==> src/sv/tpgs_pkg.sv <==
package tpgs_pkg;

  // Fixed field widths and structure of the smoother
  localparam int unsigned TIME_W      = 32;
  localparam int unsigned NUM_COORD   = 3;
  localparam int unsigned TAPS        = 5;
  localparam int unsigned MAX_RESULTS = 3;
  localparam int unsigned EDGE_POINTS = 2;
  localparam int unsigned COUNT_FULL  = 5;
  localparam int unsigned SEEN_W      = 3;

  // Result queue geometry (depth is a power of two so the pointers wrap)
  localparam int unsigned OQ_DEPTH = 8;
  localparam int unsigned OQ_PTR_W = 3;
  localparam int unsigned OQ_CNT_W = 4;

  // Register reset values, unsigned Q0.16 at the default weight width
  localparam int unsigned RST_WEIGHT_CENTER = 26386;
  localparam int unsigned RST_WEIGHT_NEAR   = 16004;
  localparam int unsigned RST_WEIGHT_FAR    = 3571;

  // Register map, word index taken from paddr[3:2]
  typedef enum logic [1:0] {
    REG_WEIGHT_CENTER = 2'd0,
    REG_WEIGHT_NEAR   = 2'd1,
    REG_WEIGHT_FAR    = 2'd2
  } tpgs_reg_e;

  // Which results one accepted point produces
  typedef struct packed {
    logic emit0;    // point two places back, smoothed or raw
    logic smooth0;  // full window present for that point
    logic emit1;    // end of track: previous point raw
    logic emit2;    // end of track: this point raw, last of run
  } tpgs_flags_t;

  // Number of result words a point produces
  function automatic logic [1:0] result_count(tpgs_flags_t f);
    logic [1:0] n;
    n = 2'({1'b0, f.emit0} + {1'b0, f.emit1} + {1'b0, f.emit2});
    return n;
  endfunction

endpackage

==> src/sv/tpgs_window.sv <==
module tpgs_window #(
  parameter int unsigned COORD_WIDTH = 48
) (
  input  logic                                    clk_i,
  input  logic                                    rst_ni,
  input  logic                                    acc_i,
  input  logic [2:0][COORD_WIDTH-1:0]             pos_i,
  input  logic [tpgs_pkg::TIME_W-1:0]             time_i,
  input  logic                                    end_i,
  output logic                                    valid_o,
  output tpgs_pkg::tpgs_flags_t                   flags_o,
  output logic [2:0][4:0][COORD_WIDTH-1:0]        win_o,
  output logic [2:0][tpgs_pkg::TIME_W-1:0]        time_o
);

  logic [2:0][3:0][COORD_WIDTH-1:0]         hist_q;
  logic [1:0][tpgs_pkg::TIME_W-1:0]         hist_time_q;
  logic [tpgs_pkg::SEEN_W-1:0]              seen_q, seen_d, seen_next;
  logic                                     valid_q;
  tpgs_pkg::tpgs_flags_t                    flags_q, flags_d;
  logic [2:0][4:0][COORD_WIDTH-1:0]         win_q, win_d;
  logic [2:0][tpgs_pkg::TIME_W-1:0]         time_q, time_d;

  // Decide what this point releases and advance the track count
  always_comb begin
    if (seen_q >= tpgs_pkg::SEEN_W'(tpgs_pkg::COUNT_FULL)) begin
      seen_next = tpgs_pkg::SEEN_W'(tpgs_pkg::COUNT_FULL);
    end else begin
      seen_next = seen_q + tpgs_pkg::SEEN_W'(1);
    end
    flags_d.emit0   = seen_q >= tpgs_pkg::SEEN_W'(tpgs_pkg::EDGE_POINTS);
    flags_d.smooth0 = seen_q >= tpgs_pkg::SEEN_W'(2 * tpgs_pkg::EDGE_POINTS);
    flags_d.emit1   = end_i && (seen_next >= tpgs_pkg::SEEN_W'(tpgs_pkg::EDGE_POINTS));
    flags_d.emit2   = end_i;
    seen_d          = end_i ? '0 : seen_next;
  end

  // Window: far before, near before, centre, near after, far after (the new point)
  always_comb begin
    for (int k = 0; k < 3; k++) begin
      win_d[k] = {pos_i[k], hist_q[k][0], hist_q[k][1], hist_q[k][2], hist_q[k][3]};
    end
    time_d = {time_i, hist_time_q[0], hist_time_q[1]};
  end

  // Control state
  always_ff @(posedge clk_i or negedge rst_ni) begin
    if (!rst_ni) begin
      valid_q <= 1'b0;
      seen_q  <= '0;
    end else begin
      valid_q <= acc_i;
      if (acc_i) begin
        seen_q <= seen_d;
      end
    end
  end

  // Shift the raw history and capture the window on each accepted word
  always_ff @(posedge clk_i) begin
    if (acc_i) begin
      for (int k = 0; k < 3; k++) begin
        hist_q[k] <= {hist_q[k][2:0], pos_i[k]};
      end
      hist_time_q <= {hist_time_q[0], time_i};
      win_q       <= win_d;
      time_q      <= time_d;
      flags_q     <= flags_d;
    end
  end

  assign valid_o = valid_q;
  assign flags_o = flags_q;
  assign win_o   = win_q;
  assign time_o  = time_q;

endmodule

==> config.mk <==
export PLATFORM = sky130hd
export DESIGN_NAME = tpgs_window
export DESIGN_NICKNAME = d
export VERILOG_FILES = /design/src/sv/tpgs_pkg.sv /design/src/sv/tpgs_window.sv
export SDC_FILE = /design/constraint.sdc
export NUM_CORES = 1
export LEC_CHECK = 0
export BUFFER_PORTS_ARGS = -buffer_cell sky130_fd_sc_hd__buf_4
export CORE_AREA = 2 2 395 397
export DETAILED_ROUTE_END_ITERATION = 8
export DIE_AREA = 0 0 397 399
export GPL_TIMING_DRIVEN = 0
export MAX_ROUTING_LAYER = met4
export PLACE_DENSITY = 0.42
export SLEW_MARGIN = 10
export SYNTH_ARGS = -nofsm -noshare
export SYNTH_HDL_FRONTEND = slang
export SYNTH_SLANG_ARGS = --single-unit
==> constraint.sdc <==
create_clock -name clk_i -period 1.5 [get_ports clk_i]
set_clock_uncertainty 0.05 [all_clocks]
set_input_delay 0.225 -clock clk_i [delete_from_list [all_inputs] [get_ports clk_i]]
set_output_delay 0.225 -clock clk_i [all_outputs]
set_load 0.005 [all_outputs]
==> results list <==
- The synthesized design contains 824 register bits.
* Cell at the root of the clock tree: sky130_fd_sc_hd__clkbuf_16
- The die covers 158400 sq um.
- The top cell types in the final layout, fill and taps aside, are 820 x sky130_fd_sc_hd__edfxtp_1, 707 x sky130_fd_sc_hd__buf_4, 635 x sky130_fd_sc_hd__buf_6.
- The clock reaches the later pin of the worst-skew pair after 0.68 ns.
- Initial antenna violation count: 13
- Clock tree synthesis found a total of 824 sinks.
- For this design, the CTS-stage hold fixing added 180 buffers.
- For this run, the top clock speed supported by timing is 593.8 MHz.
- Overflow left after global routing: 0
- A synthesized cell averages 29.56 sq um.
- The initial utilization of the core area, before any placement, comes to 0.1617.
* Number of nets with antenna violations after detailed routing: 0
* Final hold slack: -0.09427 ns
- The completed layout was analyzed and its total power is 0.05605 W.
* Combinational cell fraction of total power: 0.102
- Router iterations before antenna repair: 4
- Slew at the pin closest to its max-slew limit: 0.6386 ns
* Path category of the worst min-delay check: input port to flip-flop
* Total buffers and inverters traversed by the critical path: 1
- Worst-path clk slew: 0.06 ns
- Final number of hold-violating endpoints: 41
* FF-to-FF path depth: 3
* Cells along the critical path: buf_6
- After detailed routing, the number of vias per cell comes to 3.296.
- Placer's final routability congestion estimate: 0.8934
- Including well taps, the total number of placed cells is 3892.
- Capture point of the worst path: time_o[82]
* Worst path slowest cell: sky130_fd_sc_hd__edfxtp_1
* Leak pwr: 17.77 nW
* Critical Path Start: hist_time_q[18]
- Detailed placement ended at an HPWL of 64.00 mm.
* CTS tree: done
- Number of pins exceeding their max-slew limit in the final report: 0
- Final worst path period need: 1.684 ns
- Summing all placed instances gives a cell area of 35120 sq um.
* Largest stage delay on the critical path: 0.55 ns
- Die X: 397 microns
* Sequential cell area fraction in the yosys report: 0.9946
- Dividing total power by cell area gives a power density of 1244 nW/um^2.
- Of the total power, the share spent switching nets is 0.2281.
- Vias in the first global route: 15.72k
- P&R area growth vs syn: 81.33%
* Std-Cell Core Area: 153700 sq um
- Proportion of power drawn by flip-flops and latches: 0.504
- The die is 399 microns tall.
- The internal power of the cells totals 0.04327 W.
- Max-cap violations in this run came to 0.
- After the flow finishes, the layout carries non-filler instances totaling 4603.
* Cell count after synthesis: 841
- After detailed routing, the average wire length per cell comes to 19.43 microns.
* Remaining DRCs: 0
- Critical path depth in cells: 1
- Worst setup path category: flip-flop to output pin
- Summed over all nets, the switching power comes to 0.01279 W.
- Flop-to-flop setup slack: 0.14 ns
* Final setup slack of the worst path: -0.1840 ns
* Number of filler instances in the final layout: 15.26k
- The first global-routing pass estimated 118.3 mm of wire.
- The share of total power dissipated in the clock network is 0.393.
- Arrival time of data at the critical path endpoint: 1.41 ns
* Worst IR drop on VDD: 891.7 uV
* Capturing element type of the critical path: output pin
* Sum Neg Setup Slack: -10.03 ns
- Number of warnings issued by yosys: 0
- Of the available clock period, the critical path in the final layout requires 1.123.
- The finished cells cover 45080 sq um.
- Measured against its own limit, the worst slew margin works out to 0.5742.
* Crit path required time: 1.22 ns
* Crit Reg-Reg Endpoint: seen_q[0]
* Number of placement rows: 144
* Crit Path Max Fanout: 2
* Number of CTS-inserted buffers: 94
- The cell family contributing the most delay on the critical path is flip-flops.
* Distinct cell type count after synthesis: 16
- For this run, the post-layout net count is 2657.
- In this run the critical register-to-register path is launched from seen_q[0].
- Area of the mapped netlist: 24860 sq um
- The H-tree was split into 3 levels.
- The flow ran to the end, but the final reports show violations.
- Wires add up to 89.46 mm.
* Number of I/O pins: 1001
- Of the cells placed in the final design, the portion with a size suffix greater than 1 is 0.5863.
- Setup repair after global routing could not meet its margin everywhere.
- The final reports fail on negative hold slack, negative setup slack.
* Maximum clock insertion buffer count: 3
- Input and output buffers added on the ports amount to 1000.
* Leading cell type in the layout, fill and taps excluded: sky130_fd_sc_hd__edfxtp_1
- Aggregate global-route resource usage: 0.1085
* Nature of the critical path startpoint: flip-flop
- Setup violation total in the final timing report: 263
- Largest net degree at the start of global routing: 111
* Syn_nets: 1023
- Detailed Route Iter0 Violations: 799
* Vias after detailed routing: 15.17k
## power groups by stage
stage / Sequential [W] / Clock (W) / Combinational, W
floorplan: 0.0284 / 0 / 0.0000637
global placement: 0.0289 / 0 / 0.00368
detailed placement: 0.0287 / 0 / 0.00375
CTS: 0.0282 / 0.0229 / 0.00539
global route: 0.0284 / 0.0239 / 0.00607
finish: 0.0283 / 0.0220 / 0.00574
## cell type report
cell class	count	area [sq um]	area share
antenna	9	22.52	0.0004996
buffer	1	3.754	0.00008327
clock buffer	111	2437	0.05407
clock inverter	60	490.5	0.01088
inverter	1	3.754	0.00008327
multi-input combinational	15	127.6	0.002831
sequential	824	24720	0.5485
tap	2044	2557	0.05674
timing repair buffer	1538	14710	0.3263
## layer usage
layer,GRT usage,vias to the layer above,part of all wire
met5,-,-,0
met1,0.1186,7606,0.37
met4,0.02981,0,0.023
met2,0.1846,661,0.52
met3,0.04011,135,0.085
li1,-,6769,-
## registers in the layout (all words and copies together), names as in the netlist
register,count
win_o,720
seen_q,3
flags_o,4
hist_time_q,32
time_o,64
valid_o,1
## Yosys cell counts (all sizes together)
library cell	number	area share
a211oi	2	0.0010
a21oi	1	0.00020
and2	2	0.00055
and4bb	1	0.00050
clkbuf	1	0.00015
dfrtp	4	0.0040
edfxtp	820	0.99
ha	2	0.0010
inv	1	0.00015
nor2	1	0.00015
nor3b	2	0.00060
o21a	1	0.00030
o21ai	1	0.00020
o2bb2ai	1	0.00035
or2	1	0.00025
## timing repair
| item | 4_1_cts | 5_1_grt |
|---|---|---|
| endpoints found under the setup margin | 1256 | 821 |
| resized for setup | 421 | 217 |
| hold endpoints to repair | 269 | 87 |
| buffers inserted | 239 | 106 |
| cloned | 6 | 0 |
| pin swaps | 0 | 0 |
## worst min path at each step
stage | depth (start not counted) | slack [ns] | end | from
6_report | 1 | -0.09 | valid_o | acc_i
5_1_grt | 1 | -0.17 | valid_o | acc_i
4_1_cts | 1 | -0.20 | valid_o | acc_i
3_5_place_dp | 1 | -0.02 | valid_o | rst_ni
3_3_place_gp | 1 | -0.02 | valid_o | rst_ni
2_1_floorplan | 0 | -0.12 | seen_q[0] | rst_ni
## stage by stage
step	worst slack [ns]	hold slack, ns	util
global route	-0.2696	-0.1680	0.2933
finish	-0.1840	-0.09427	0.2933
global placement	-7.419	-0.02395	0.2272
detailed placement	-1.979	-0.01887	0.2285
floorplan	0.3104	-0.1206	-
CTS	-0.3025	-0.1971	0.2827
## cell families after synthesis
group / share of synthesized area
AO/OA/AOI/OAI: 0.002063
adder cells (fa/ha/maj): 0.001006
AND/OR/NAND/NOR: 0.002064
buffers and inverters: 0.0003017
flip-flops: 0.9946
(Power assumes the default switching activity.)
